[src/rtl/psch_pkg.sv]
// Shared types and codes for the priority task scheduler.
// Used by psch_ctrl, psch_dp and the top level; depends on nothing.
`timescale 1ns / 1ps
package psch_pkg;

  typedef enum logic [2:0] {
    REQ_CREATE  = 3'd0,
    REQ_DELAY   = 3'd1,
    REQ_SUSPEND = 3'd2,
    REQ_RESUME  = 3'd3,
    REQ_TICK    = 3'd4,
    REQ_RESCHED = 3'd5
  } req_e;

  typedef enum logic [1:0] {
    MODE_FREE      = 2'd0,
    MODE_READY     = 2'd1,
    MODE_DELAYED   = 2'd2,
    MODE_SUSPENDED = 2'd3
  } mode_e;

  typedef struct packed {
    logic ld_req;
    logic ld_id;
    logic ld_cur;
    logic apply;
    logic scan_clr;
    logic scan_step;
    logic pick_init;
    logic pick_step;
    logic ld_out;
  } dp_cmd_t;

  typedef struct packed {
    logic do_pick;
    logic scan_last;
    logic mask_empty;
    logic pick_done;
  } dp_sts_t;

endpackage

[src/rtl/psch_ctrl.sv]
// Sequencer of the priority task scheduler: steps one request through
// lookup, update, table scan, task pick and result. Depends on psch_pkg.
`timescale 1ns / 1ps
module psch_ctrl (
  input  logic              clk_i,
  input  logic              rst_ni,
  input  logic              in_valid_i,
  output logic              in_ready_o,
  output logic              out_valid_o,
  input  logic              out_ready_i,
  input  psch_pkg::dp_sts_t sts_i,
  output psch_pkg::dp_cmd_t cmd_o
);

  localparam logic [2:0] S_IDLE  = 3'd0;
  localparam logic [2:0] S_RID   = 3'd1;
  localparam logic [2:0] S_RCUR  = 3'd2;
  localparam logic [2:0] S_APPLY = 3'd3;
  localparam logic [2:0] S_SCAN  = 3'd4;
  localparam logic [2:0] S_PSEL  = 3'd5;
  localparam logic [2:0] S_PICK  = 3'd6;
  localparam logic [2:0] S_OUT   = 3'd7;

  logic [2:0] state_q, state_d;
  logic       out_vld_q, out_vld_d;

  always_comb begin
    state_d = state_q;
    cmd_o   = '0;
    unique case (state_q)
      S_IDLE: begin
        if (in_valid_i) begin
          cmd_o.ld_req = 1'b1;
          state_d      = S_RID;
        end
      end
      S_RID: begin
        cmd_o.ld_id = 1'b1;
        state_d     = S_RCUR;
      end
      S_RCUR: begin
        cmd_o.ld_cur = 1'b1;
        state_d      = S_APPLY;
      end
      S_APPLY: begin
        cmd_o.apply = 1'b1;
        if (sts_i.do_pick) begin
          cmd_o.scan_clr = 1'b1;
          state_d        = S_SCAN;
        end else begin
          state_d = S_OUT;
        end
      end
      S_SCAN: begin
        cmd_o.scan_step = 1'b1;
        if (sts_i.scan_last) state_d = S_PSEL;
      end
      S_PSEL: begin
        cmd_o.pick_init = 1'b1;
        state_d = sts_i.mask_empty ? S_OUT : S_PICK;
      end
      S_PICK: begin
        cmd_o.pick_step = 1'b1;
        if (sts_i.pick_done) state_d = S_OUT;
      end
      S_OUT: begin
        // The result word waits here only while the previous one is unread.
        if (!out_vld_q || out_ready_i) begin
          cmd_o.ld_out = 1'b1;
          state_d      = S_IDLE;
        end
      end
      default: state_d = S_IDLE;
    endcase
  end

  always_comb begin
    out_vld_d = out_vld_q;
    if (out_ready_i) out_vld_d = 1'b0;
    if (cmd_o.ld_out) out_vld_d = 1'b1;
  end

  always_ff @(posedge clk_i or negedge rst_ni) begin
    if (!rst_ni) begin
      state_q   <= S_IDLE;
      out_vld_q <= 1'b0;
    end else begin
      state_q   <= state_d;
      out_vld_q <= out_vld_d;
    end
  end

  assign in_ready_o  = (state_q == S_IDLE);
  assign out_valid_o = out_vld_q;

endmodule

[src/rtl/psch_dp.sv]
// Datapath of the priority task scheduler: task table, wake time memory,
// round-robin cursors, tick counter and result register. Depends on psch_pkg.
`timescale 1ns / 1ps
module psch_dp #(
  parameter int MAX_TASKS      = 16,
  parameter int NUM_PRIORITIES = 8
) (
  input  logic              clk_i,
  input  logic              rst_ni,
  input  psch_pkg::dp_cmd_t cmd_i,
  output psch_pkg::dp_sts_t sts_o,
  input  logic [2:0]        req_type_i,
  input  logic [3:0]        task_id_i,
  input  logic              use_current_i,
  input  logic [2:0]        task_priority_i,
  input  logic [31:0]       delay_ticks_i,
  output logic [3:0]        running_task_o,
  output logic              switched_o,
  output logic              status_o
);

  localparam int AW = $clog2(MAX_TASKS);
  localparam int PW = $clog2(NUM_PRIORITIES);
  localparam int CW = AW + 1;

  function automatic logic [AW-1:0] nxt_slot(input logic [AW-1:0] s);
    nxt_slot = (s == AW'(MAX_TASKS - 1)) ? '0 : s + AW'(1);
  endfunction

  // Request word.
  logic [2:0]  req_q;
  logic [3:0]  id_q;
  logic        usecur_q;
  logic [2:0]  prio_q;
  logic [31:0] ticks_q;

  // Task table and scheduler state.
  logic [1:0]    mode_q   [MAX_TASKS];
  logic [2:0]    tprio_q  [MAX_TASKS];
  logic [AW-1:0] cursor_q [NUM_PRIORITIES];
  logic [AW-1:0] cur_q;
  logic [31:0]   tick_q;
  logic          tepoch_q;
  logic [NUM_PRIORITIES-1:0] mask_q;

  // Wake time and epoch, no reset: only read for delayed tasks.
  logic [32:0]   wmem [MAX_TASKS];
  logic [32:0]   wrd_q;
  logic [AW-1:0] wraddr;

  logic [1:0]    id_mode_q, cur_mode_q;
  logic [2:0]    id_prio_q, cur_prio_q;
  logic          res_ign_q, res_sw_q;
  logic [CW-1:0] scan_cnt_q;
  logic [AW-1:0] slot_q, pcnt_q;
  logic [PW-1:0] selp_q;
  logic [3:0]    out_task_q;
  logic          out_sw_q, out_st_q;

  logic [AW+3:0] id_ext, cur_ext;
  logic          id_ok, id_is_cur;
  logic [AW-1:0] id_idx, scan_idx, tbl_idx;
  logic [CW-1:0] scan_prev;
  logic          scan_act;
  logic [1:0]    mode_rd;
  logic [2:0]    prio_rd;

  logic          ign, do_pick, wr_en, tgt_cur, wr_prio, wr_wake;
  logic [1:0]    wr_mode;
  logic [32:0]   wsum;
  logic          woken;
  logic [NUM_PRIORITIES-1:0] mask_set;
  logic [PW-1:0] top_p;
  logic          hit, plast;

  assign id_ext    = {{AW{1'b0}}, id_q};
  assign cur_ext   = {4'b0000, cur_q};
  assign id_ok     = id_ext < (AW + 4)'(MAX_TASKS);
  assign id_idx    = id_ok ? id_ext[AW-1:0] : '0;
  assign id_is_cur = (id_ext == cur_ext);
  assign scan_prev = scan_cnt_q - CW'(1);
  assign scan_act  = (scan_cnt_q != '0);
  assign scan_idx  = scan_act ? scan_prev[AW-1:0] : '0;

  // Decision for the request, from the looked-up target and running task.
  always_comb begin
    ign     = 1'b0;
    do_pick = 1'b0;
    wr_en   = 1'b0;
    wr_mode = psch_pkg::MODE_FREE;
    tgt_cur = 1'b0;
    wr_prio = 1'b0;
    wr_wake = 1'b0;
    unique case (req_q)
      psch_pkg::REQ_CREATE: begin
        if (id_q == 4'd0 || !id_ok || id_mode_q != psch_pkg::MODE_FREE ||
            {5'b0, prio_q} >= 8'(NUM_PRIORITIES)) begin
          ign = 1'b1;
        end else begin
          wr_en   = 1'b1;
          wr_mode = psch_pkg::MODE_READY;
          wr_prio = 1'b1;
        end
      end
      psch_pkg::REQ_DELAY: begin
        if (cur_mode_q != psch_pkg::MODE_READY) begin
          ign = 1'b1;
        end else begin
          wr_en   = 1'b1;
          wr_mode = psch_pkg::MODE_DELAYED;
          tgt_cur = 1'b1;
          wr_wake = 1'b1;
          do_pick = 1'b1;
        end
      end
      psch_pkg::REQ_SUSPEND: begin
        if (usecur_q || id_is_cur) begin
          wr_en   = 1'b1;
          wr_mode = psch_pkg::MODE_SUSPENDED;
          tgt_cur = 1'b1;
          do_pick = 1'b1;
        end else if (!id_ok || id_mode_q == psch_pkg::MODE_FREE) begin
          ign = 1'b1;
        end else begin
          wr_en   = 1'b1;
          wr_mode = psch_pkg::MODE_SUSPENDED;
        end
      end
      psch_pkg::REQ_RESUME: begin
        if (!id_ok || id_mode_q == psch_pkg::MODE_FREE || id_is_cur) begin
          ign = 1'b1;
        end else begin
          wr_en   = 1'b1;
          wr_mode = psch_pkg::MODE_READY;
          do_pick = (id_prio_q > cur_prio_q);
        end
      end
      psch_pkg::REQ_TICK:    do_pick = 1'b1;
      psch_pkg::REQ_RESCHED: do_pick = 1'b1;
      default:               ign = 1'b1;
    endcase
  end

  // One table port, steered by whichever step is active.
  always_comb begin
    if (cmd_i.ld_id)          tbl_idx = id_idx;
    else if (cmd_i.apply)     tbl_idx = tgt_cur ? cur_q : id_idx;
    else if (cmd_i.scan_step) tbl_idx = scan_idx;
    else if (cmd_i.pick_step) tbl_idx = slot_q;
    else                      tbl_idx = cur_q;
  end

  assign mode_rd = mode_q[tbl_idx];
  assign prio_rd = tprio_q[tbl_idx];
  assign wsum    = {1'b0, tick_q} + {1'b0, ticks_q};
  assign wraddr  = (scan_cnt_q < CW'(MAX_TASKS)) ? scan_cnt_q[AW-1:0] : '0;

  // The scan reads the wake word in the cycle before it processes that slot.
  assign woken = cmd_i.scan_step && scan_act && (req_q == psch_pkg::REQ_TICK) &&
                 (mode_rd == psch_pkg::MODE_DELAYED) && (wrd_q[32] == tepoch_q) &&
                 (wrd_q[31:0] <= tick_q);

  always_comb begin
    mask_set = '0;
    for (int p = 0; p < NUM_PRIORITIES; p++) begin
      if ({5'b0, prio_rd} == 8'(p)) mask_set[p] = 1'b1;
    end
  end

  always_comb begin
    top_p = '0;
    for (int p = 0; p < NUM_PRIORITIES; p++) begin
      if (mask_q[p]) top_p = PW'(p);
    end
  end

  assign hit   = (mode_rd == psch_pkg::MODE_READY) && ({5'b0, prio_rd} == 8'(selp_q));
  assign plast = (pcnt_q == AW'(MAX_TASKS - 1));

  assign sts_o.do_pick    = do_pick;
  assign sts_o.scan_last  = (scan_cnt_q == CW'(MAX_TASKS));
  assign sts_o.mask_empty = (mask_q == '0);
  assign sts_o.pick_done  = hit || plast;

  always_ff @(posedge clk_i or negedge rst_ni) begin
    if (!rst_ni) begin
      for (int i = 0; i < MAX_TASKS; i++) begin
        mode_q[i]  <= (i == 0) ? psch_pkg::MODE_READY : psch_pkg::MODE_FREE;
        tprio_q[i] <= '0;
      end
      for (int p = 0; p < NUM_PRIORITIES; p++) cursor_q[p] <= '0;
      cur_q      <= '0;
      tick_q     <= '0;
      tepoch_q   <= 1'b0;
      mask_q     <= '0;
      scan_cnt_q <= '0;
    end else begin
      if (cmd_i.apply) begin
        if (wr_en) mode_q[tbl_idx] <= wr_mode;
        if (wr_prio) tprio_q[tbl_idx] <= prio_q;
        if (req_q == psch_pkg::REQ_TICK) begin
          tick_q <= tick_q + 32'd1;
          if (tick_q == '1) tepoch_q <= ~tepoch_q;
        end
      end
      if (cmd_i.scan_clr) begin
        scan_cnt_q <= '0;
        mask_q     <= '0;
      end
      if (cmd_i.scan_step) begin
        scan_cnt_q <= scan_cnt_q + CW'(1);
        if (woken) mode_q[tbl_idx] <= psch_pkg::MODE_READY;
        if (scan_act && (woken || mode_rd == psch_pkg::MODE_READY)) begin
          mask_q <= mask_q | mask_set;
        end
      end
      if (cmd_i.pick_init && mask_q == '0) cur_q <= '0;
      if (cmd_i.pick_step) begin
        if (hit) begin
          cur_q            <= slot_q;
          cursor_q[selp_q] <= slot_q;
        end else if (plast) begin
          cur_q <= '0;
        end
      end
    end
  end

  always_ff @(posedge clk_i) begin
    if (cmd_i.ld_req) begin
      req_q    <= req_type_i;
      id_q     <= task_id_i;
      usecur_q <= use_current_i;
      prio_q   <= task_priority_i;
      ticks_q  <= delay_ticks_i;
    end
    if (cmd_i.ld_id) begin
      id_mode_q <= mode_rd;
      id_prio_q <= prio_rd;
    end
    if (cmd_i.ld_cur) begin
      cur_mode_q <= mode_rd;
      cur_prio_q <= prio_rd;
    end
    if (cmd_i.apply) begin
      res_ign_q <= ign;
      res_sw_q  <= do_pick;
    end
    if (cmd_i.apply && wr_wake) wmem[cur_q] <= {tepoch_q ^ wsum[32], wsum[31:0]};
    wrd_q <= wmem[wraddr];
    if (cmd_i.pick_init) begin
      selp_q <= top_p;
      slot_q <= nxt_slot(cursor_q[top_p]);
      pcnt_q <= '0;
    end
    if (cmd_i.pick_step) begin
      slot_q <= nxt_slot(slot_q);
      pcnt_q <= pcnt_q + AW'(1);
    end
    if (cmd_i.ld_out) begin
      out_task_q <= cur_ext[3:0];
      out_sw_q   <= res_sw_q;
      out_st_q   <= res_ign_q;
    end
  end

  assign running_task_o = out_task_q;
  assign switched_o     = out_sw_q;
  assign status_o       = out_st_q;

endmodule

[src/rtl/priority_task_scheduler.sv]
// Top level of the priority task scheduler: stream ports around the
// sequencer (psch_ctrl) and the datapath (psch_dp). Depends on psch_pkg.
// Requests that pick no task go through lookup, update and result; those
// that do add a full table scan, then a round-robin search of up to
// MAX_TASKS slots, one slot per cycle.
// One request at a time: the next word is taken only once the result is loaded.
// Reset is asynchronous, active low: task 0 ready, all other tasks free, priorities, cursors and tick cleared.
`timescale 1ns / 1ps
module priority_task_scheduler #(
  parameter int MAX_TASKS      = 16,
  parameter int NUM_PRIORITIES = 8
) (
  input  logic        clk_i,
  input  logic        rst_ni,
  input  logic        s_axis_tvalid_i,
  output logic        s_axis_tready_o,
  // [3:0] task_id, [4] use_current, [7:5] task_priority, [39:8] delay_ticks
  input  logic [39:0] s_axis_tdata_i,
  // [2:0] req_type
  input  logic [2:0]  s_axis_tuser_i,
  output logic        m_axis_tvalid_o,
  input  logic        m_axis_tready_i,
  // [3:0] running_task, [4] switched, [5] status, [7:6] zero
  output logic [7:0]  m_axis_tdata_o
);

  psch_pkg::dp_cmd_t cmd;
  psch_pkg::dp_sts_t sts;
  logic [3:0]        running_task;
  logic              switched, status;

  psch_ctrl u_ctrl (
    .clk_i       (clk_i),
    .rst_ni      (rst_ni),
    .in_valid_i  (s_axis_tvalid_i),
    .in_ready_o  (s_axis_tready_o),
    .out_valid_o (m_axis_tvalid_o),
    .out_ready_i (m_axis_tready_i),
    .sts_i       (sts),
    .cmd_o       (cmd)
  );

  psch_dp #(
    .MAX_TASKS      (MAX_TASKS),
    .NUM_PRIORITIES (NUM_PRIORITIES)
  ) u_dp (
    .clk_i           (clk_i),
    .rst_ni          (rst_ni),
    .cmd_i           (cmd),
    .sts_o           (sts),
    .req_type_i      (s_axis_tuser_i),
    .task_id_i       (s_axis_tdata_i[3:0]),
    .use_current_i   (s_axis_tdata_i[4]),
    .task_priority_i (s_axis_tdata_i[7:5]),
    .delay_ticks_i   (s_axis_tdata_i[39:8]),
    .running_task_o  (running_task),
    .switched_o      (switched),
    .status_o        (status)
  );

  assign m_axis_tdata_o = {2'b00, status, switched, running_task};

endmodule

[config.mk]
export PLATFORM = sky130hd
export DESIGN_NAME = priority_task_scheduler
export DESIGN_NICKNAME = d
export VERILOG_FILES = /design/src/rtl/psch_pkg.sv /design/src/rtl/psch_ctrl.sv /design/src/rtl/psch_dp.sv /design/src/rtl/priority_task_scheduler.sv
export SDC_FILE = /design/constraint.sdc
export NUM_CORES = 1
export LEC_CHECK = 0
export ABC_AREA = 0
export BUFFER_PORTS_ARGS = -buffer_cell sky130_fd_sc_hd__buf_2
export CORE_ASPECT_RATIO = 1.75
export CORE_MARGIN = 2
export CORE_UTILIZATION = 60
export DETAILED_ROUTE_END_ITERATION = 8
export PLACE_DENSITY = 0.77
export SLEW_MARGIN = 20
export SYNTH_ARGS = -nofsm -noshare
export SYNTH_HDL_FRONTEND = slang
export SYNTH_HIERARCHICAL = 1
export SYNTH_SLANG_ARGS = --single-unit
export TNS_END_PERCENT = 1
[constraint.sdc]
create_clock -name clk_i -period 7.4 [get_ports clk_i]
set_clock_uncertainty 0.1 [all_clocks]
set_input_delay 1.11 -clock clk_i [delete_from_list [all_inputs] [get_ports clk_i]]
set_output_delay 1.11 -clock clk_i [all_outputs]
set_load 0.1 [all_outputs]
---- Word-level counts from Yosys, hierarchy flattened ----
Memories as Yosys holds them, arrays and structs flattened. A register that Yosys moved wholly into a read port is not among the register bits.
Index checks and enable logic that the tools add are counted.
storage, ports and cells
  input port bits ......................... 47
  memory bits (writable) .................. 528
  bits in registers ....................... 238
  memories ................................ 1
  output and inout port bits .............. 10
memories
  memory     depth  width  rd ports  clocked after Yosys merged registers in  wr ports  line           source
  u_dp.wmem  16     33     1         1                                        1         psch_dp.sv:47  logic [32:0] wmem [MAX_TASKS];
operators by class
  order comparisons ....................... 9
  reductions and logical operators ........ 38
  bitwise gates (word level) .............. 9
  mux-type cells .......................... 106
  equal/unequal tests ..................... 34
  add/subtract/negate cells ............... 7
operators by type and width
  kind                                                                    number
  32-bit two-way mux                                                      4
  4-bit two-way mux                                                       21
  32-bit bitwise mux                                                      2
  48-bit bitwise mux                                                      1
  1-bit two-way mux                                                       40
  32-bit by 32-bit adder with 33-bit output                               1
  3-bit two-way mux                                                       11
  32-bit by 1-bit adder with 32-bit output (second input constant)        1
  32-bit equality test (second input constant)                            1
  32-bit <= comparator                                                    1
  3-bit equality test (second input constant)                             10
  8-bit two-way mux                                                       3
  3-bit one-hot mux with 8 select lines                                   1
  2-bit two-way mux                                                       10
  3-bit by 2-bit equality test with 1-bit output (second input constant)  6
  16-bit bitwise AND                                                      1
  16-bit NOT                                                              1
  16-bit bitwise OR                                                       1
  4-bit by 1-bit adder with 4-bit output (second input constant)          3
  3-bit binary-select mux with 4-bit select                               1
  4-bit binary-select mux with 3-bit select                               1
  3-bit demux with 4-bit select                                           1
  4-bit demux with 3-bit select                                           1
  4-bit equality test (second input constant)                             3
  43 further kinds                                                        77

---- Depth between registers and ports, before layout ----
  word-level depth ........................ 22
  mapped depth ............................ 22
  depth with buffers taken out ............ 16

---- Modules after synthesis ----
Netlist, hierarchy kept.
modules (own cells, without submodules)
  module                   times used  area each (µm²)  sequential area each (µm²)  cells each
  psch_dp                  1           34,820.9         22,733.1                    2,522
  psch_ctrl                1           294.0            100.1                       33
  priority_task_scheduler  1           33.8             0.0                         5

---- Worst setup path before layout ----
No wires, ideal clock.
  path kind ............................... reg-to-reg
  from .................................... reg u_dp.scan_cnt_q[0]
  to ...................................... reg u_dp/cursor_q[0] (netlist bit)
  data required time ...................... 7.175 ns
  buffers on the path ..................... 6
  stages on the path, launching flop included .. 21
  path slack .............................. 2.180 ns
  library setup time ...................... 0.125 ns
  arrival time ............................ 4.995 ns
  period minus slack after synthesis ...... 5.220 ns
  cells stage by stage .................... dfrtp_1 clkbuf_1 buf_1 clkbuf_1 clkbuf_1 inv_1 ha_1 nor4b_2 nor3_1 o22a_1 o21a_1 clkbuf_1 nand2_1 and3_1 a31oi_1 xnor2_1 nand3_1 a311o_1 or4_1 buf_2 mux2_4
between the ends
  word-level cells in the longest chain between the ends .. 12
  elaborated cells between the ends (all ways) .. 17
  classes of those cells .................. add/sub: 1; eq/ne: 2; mux: 10; bitwise: 1; reduce/logical: 3
RTL lines
  element                                                                                                        line                            source
  start: declaration                                                                                             psch_dp.sv:54                   logic [CW-1:0] scan_cnt_q;
  start signal: assignment                                                                                       psch_dp.sv:211                  scan_cnt_q <= scan_cnt_q + CW'(1);
  4-bit by 1-bit subtractor with 4-bit output / 5-bit nonzero test (equally long branches)                       psch_dp.sv:81, psch_dp.sv:82
  4-bit two-way mux *                                                                                            psch_dp.sv:83                   assign scan_idx = scan_act ? scan_prev[AW-1:0] : '0;
  4-bit two-way mux *                                                                                            psch_dp.sv:148                  else if (cmd_i.scan_step) tbl_idx = scan_idx;
  4-bit two-way mux *                                                                                            psch_dp.sv:147                  else if (cmd_i.apply) tbl_idx = tgt_cur ? cur_q : id_idx;
  4-bit two-way mux *                                                                                            psch_dp.sv:146                  if (cmd_i.ld_id) tbl_idx = id_idx;
  4-bit NOT with 5-bit output (not written as such) *                                                            psch_dp.sv:153, psch_dp.sv:154
  3-bit binary-select mux with 4-bit select / 2-bit binary-select mux with 4-bit select (equally long branches)  psch_dp.sv:154, psch_dp.sv:153
  3-bit two-way mux (not written as such) / 2-bit two-way mux (equally long branches) (2 in series)              psch_dp.sv:154, psch_dp.sv:153
  3-bit equality test / 2-bit by 1-bit equality test with 1-bit output (equally long branches)                   psch_dp.sv:177                  assign hit = (mode_rd == psch_pkg::MODE_READY) && ({5'b0, prio_rd} == 8'(selp_q));
  1-bit logical AND *                                                                                            psch_dp.sv:177
  2-bit AND reduction (no line) *                                                                                -
  end signal: indexed assignment                                                                                 psch_dp.sv:221                  cursor_q[selp_q] <= slot_q;
  end: declaration                                                                                               psch_dp.sv:40                   logic [AW-1:0] cursor_q [NUM_PRIORITIES];
Every way passes the cells marked *; elsewhere a longest branch is shown, timed or not. The select of a mux whose other input is x is not followed.
A chain may end at the register's enable or synchronous reset.

---- Worst setup path after layout ----
  from .................................... reg u_dp.scan_cnt_q[1]
  to ...................................... reg u_dp/cursor_q[5] (netlist bit)
between the ends
  word-level cells in the longest chain between the ends .. 12
  elaborated cells between the ends (all ways) .. 17
  classes of those cells .................. add/sub: 1; eq/ne: 2; mux: 10; bitwise: 1; reduce/logical: 3
RTL lines
  element                                                                                   line                          source
  4-bit by 1-bit subtractor with 4-bit output / 5-bit nonzero test (equally long branches)  psch_dp.sv:81, psch_dp.sv:82
  4-bit two-way mux *                                                                       psch_dp.sv:83
  4-bit two-way mux *                                                                       psch_dp.sv:148
  4-bit two-way mux *                                                                       psch_dp.sv:147
  4-bit two-way mux *                                                                       psch_dp.sv:146
  4-bit NOT with 5-bit output (not written as such) *                                       psch_dp.sv:154                assign prio_rd = tprio_q[tbl_idx];
  3-bit binary-select mux with 4-bit select *                                               psch_dp.sv:154
  3-bit two-way mux (not written as such) * (2 in series)                                   psch_dp.sv:154
  named net u_dp.prio_rd[2]                                                                 psch_dp.sv:66                 logic [2:0] prio_rd;
  3-bit equality test *                                                                     psch_dp.sv:177
  1-bit logical AND *                                                                       psch_dp.sv:177
  2-bit AND reduction (no line) *                                                           -
Mark *: on every way through the listed nets, which the timed path passes. The rest lies on a longest branch. The select of a mux whose other input is x is not followed.

==> results by group <==
Finish
  • Commonest non-fill, non-tap cell in the layout: edfxtp_1
  • Layout cells sized above 1: 0.192
  • Most frequent cells in the layout: edfxtp_1 (600), o21ai_0 (210), mux2_2 (203)
  • Synth-to-Final Area Change: 10.6%
  • Filler instances: between 4,000 and 5,000
  • Fin util: 0.669
  • Final net count: roughly 2,700

Timing
  • Measured slew at the worst slew-check pin: between 1 and 1.5 ns
  • Final setup fails: 0
  • Tcrit/Tclk final: 0.759
  • Worst relative slew slack: 0.252
  • RSZ-0062 raised after global routing: false
  • Hold Vio Cnt, Final: 0
  • Post-route setup TNS: 0 ns
  • Slew Limit Fails: 0
  • FMAX: roughly 180 MHz
  • Fin crit period: 5.61 ns

Yosys
  • Synth Area in XOR/XNOR: 0.0184
  • Mux contribution to synthesized area: 0.104
  • Post-synth ARST share: 0.208
  • Synth Area in Simple Gates: 0.0653
  • Syn Area/Cell: about 14 sq um
  • Synth Instances: roughly 2,600
  • Post-synthesis compound-gate area fraction: 0.111
  • Synth cell types: 95
  • Main flop type after synthesis: edfxtp_1
  • Main combinational cell family by area after synthesis: compound AO/OA/AOI/OAI gates
  • FF+latch count, synth: 799
  • Ys Warns: 6
  • Synth Cell Area: around 0.035 sq mm
  • Register area share after synthesis: 0.650
  • Synth Area in Adders: 0.0269
  • EDFF count, synth: 600

Floorplan
  • Die height: ~320 um
  • Starting Density: 0.605
  • IO Pins: 57
  • Die width: ~190 um
  • Core area: between 0.05 and 0.06 sq mm
  • Row count: between 100 and 150
  • Die area: around 0.061 sq mm

CTS
  • Clk pin slew, worst setup/hold paths: around 0.070 ns
  • Cells resized by post-CTS repair: 0
  • Clock buffer depth: 3
  • Skew-Pair Late Insertion Delay: just over 0.6 ns
  • TritonCTS clock tree: built
  • Setup bufs post-CTS: 0
  • CTS root buffer: clkbuf_16
  • Hold buffer count at CTS: 0
  • CTS sink count: around 800
  • Clock buffer count from CTS: 71
  • CTS H-tree lvls: 3

Power and ir drop
  • Worst vdd ir: between 200 and 300 uV
  • PD cells: ~370 mW/mm^2
  • Pleak: ~14 nW

Outcome
  • Status: finished, final reports clean

Critical path
  • CP Launch Type: flop
  • WP depth: 15
  • CP endpoint kind: flop
  • Delay-heaviest family, CP: compound AO/OA/AOI/OAI gates
  • Worst Reg-to-Reg Cells: 15
  • Worst Path Required: roughly 8 ns
  • Critical R2R Capture: u_dp/cursor_q[5]$_DFFE_PN0P_
  • FF-to-FF Start: u_dp/scan_cnt_q[1]$_DFFE_PN0P_
  • CP peak stage delay: around 0.8 ns
  • Critical path origin: u_dp/scan_cnt_q[1]$_DFFE_PN0P_
  • CP max-delay cell: dfrtp_4
  • Setup crit end: u_dp/cursor_q[5]$_DFFE_PN0P_
  • R2R Setup Slk: between 1.5 and 2 ns
  • Max FO, Critical Path: 41
  • CP Class: reg2reg
  • WP buf/inv: 3
  • CP Cell Sequence: inv_1, ha_1, or4b_1, o211ai_1, a32oi_1, nand2_1, a211oi_1, a2111o_1, o31a_2, inv_2, xnor2_1, o21ai_1, buf_4, or4_1, mux2_4
  • Crit path DAT: about 6 ns

Worst hold path
  • Min-delay worst type: reg2reg

GRT
  • Met2 Resource Use GR: 0.514
  • Number of global-route vias before repair: around 23,000
  • Met3 Use GR: 0.0421
  • M1 GR Usage: 0.328
  • Antenna violations before repair: 0
  • GRT Max-Usage Layer: met2
  • Overflow left after global routing: 0
  • First-pass GRT wire length: ~130,000 um
  • Total Routing Usage GR: 0.289
  • Largest net degree at the start of global routing: 96

Flow run
  • Max Cap Viol: 0

Route
  • Via count: roughly 22,000
  • WL final: 87,500 um
  • Final ANT Viol Nets: 0
  • Routed length per instance: 25.7 um
  • Number of detailed-route iterations in the first pass: 8
  • Drt initial violations: 2,004
  • Residual DRC count: 0
  • DR vias/cell: about 6.5

Place
  • Number of port buffers: 54
  • Final GP Congestion: about 0.9
  • Detailed placer's ending HPWL: 51,000 um
==> cell usage after synthesis, types with 14 or more instances <==
cell / n / share of area
mux2_4: 18 / 0.0077
inv_1: 61 / 0.0065
ha_1: 74 / 0.026
mux2i_1: 102 / 0.029
nand3_1: 34 / 0.0048
nand4_1: 14 / 0.0025
dfxtp_1: 33 / 0.019
nand2_1: 193 / 0.021
nor2b_1: 15 / 0.0027
mux2_2: 203 / 0.065
xnor2_1: 62 / 0.015
a32o_1: 34 / 0.0097
buf_1: 14 / 0.0015
nor2_1: 91 / 0.0097
dfrtp_1: 165 / 0.12
a21oi_1: 144 / 0.021
clkbuf_1: 108 / 0.012
a221oi_1: 67 / 0.017
and3_1: 18 / 0.0032
nand2b_1: 22 / 0.0039
edfxtp_1: 600 / 0.51
o21ai_0: 211 / 0.030
a21o_1: 25 / 0.0053
o21a_1: 14 / 0.0030
nor3_1: 19 / 0.0027
==> where the power goes <==
group	total [W]	internal (W)	switching, W	leakage (nW)
Combinational	0.00470	0.00173	0.00297	5.25
Sequential	0.00571	0.00530	0.000404	7.91
Clock	0.00396	0.00232	0.00164	1.23
==> kinds of logic after synthesis <==
kind of cell	after synthesis
xor gates and xnor gates	74
AOI/OAI and AO/OA	604
muxes	329
adders and majority gates	75
other	1
buffers and inverters	209
and+or+nand+nor	469
DFF	799
==> flip-flops by register name, indices dropped and copies added (netlist names), 8 cells and up <==
name / cells
u_dp/wrd_q: 33
u_dp/mode_q: 32
u_dp/mask_q: 8
u_dp/tick_q: 32
u_dp/wmem: 528
u_dp/ticks_q: 32
u_dp/cursor_q: 32
u_dp/tprio_q: 48
==> layout make-up <==
type                       count  area [sq um]  share of cell area
tap                          773           967              0.0249
sequential                   799         22800               0.588
multi-input combinational   1553         11700               0.302
antenna                        1          2.50           0.0000644
timing repair buffer          92           562              0.0145
clock inverter                40           547              0.0141
clock buffer                  91          1970              0.0507
inverter                      62           233             0.00599
==> worst min path at each step <==
stage / startpoint / to / slack (ns) / cells past startpoint
floorplan: u_dp/res_ign_q$_SDFFCE_PN1P_ / u_dp/status_o$_DFFE_PP_ / 0.30 / 0
CTS: u_dp/tprio_q[46]$_DFFE_PN0P_ / u_dp/tprio_q[46]$_DFFE_PN0P_ / 0.28 / 0
global route: u_dp/tprio_q[46]$_DFFE_PN0P_ / u_dp/tprio_q[46]$_DFFE_PN0P_ / 0.29 / 0
detailed placement: u_dp/tprio_q[46]$_DFFE_PN0P_ / u_dp/tprio_q[46]$_DFFE_PN0P_ / 0.26 / 0
finish: u_dp/tprio_q[46]$_DFFE_PN0P_ / u_dp/tprio_q[46]$_DFFE_PN0P_ / 0.27 / 0
global placement: u_dp/tprio_q[47]$_DFFE_PN0P_ / u_dp/tprio_q[47]$_DFFE_PN0P_ / 0.27 / 0
==> per-layer routing <==
| metal | routed length [um] | up-vias |
|---|---|---|
| met2 | 45200 | 1058 |
| met3 | 5640 | 323 |
| met1 | 31200 | 11033 |
| li1 | - | 9751 |
| met4 | 5550 | 0 |
| met5 | 0 | - |
==> metrics by stage <==
| step | hold slack [ns] | power (W) | cells | instance area [sq um] | setup WS, ns |
|---|---|---|---|---|---|
| global route | 0.290 | 0.0150 | 3410 | 38900 | 1.51 |
| detailed placement | 0.265 | 0.0104 | 3279 | 36200 | 1.94 |
| CTS | 0.280 | 0.0144 | 3410 | 38700 | 1.93 |
| global placement | 0.265 | 0.0103 | 3279 | 36200 | 2.10 |
| finish | 0.274 | 0.0144 | 3411 | 38900 | 1.79 |
| floorplan | 0.300 | 0.00908 | 2561 | 35200 | 2.18 |
(Power assumes the default switching activity.)
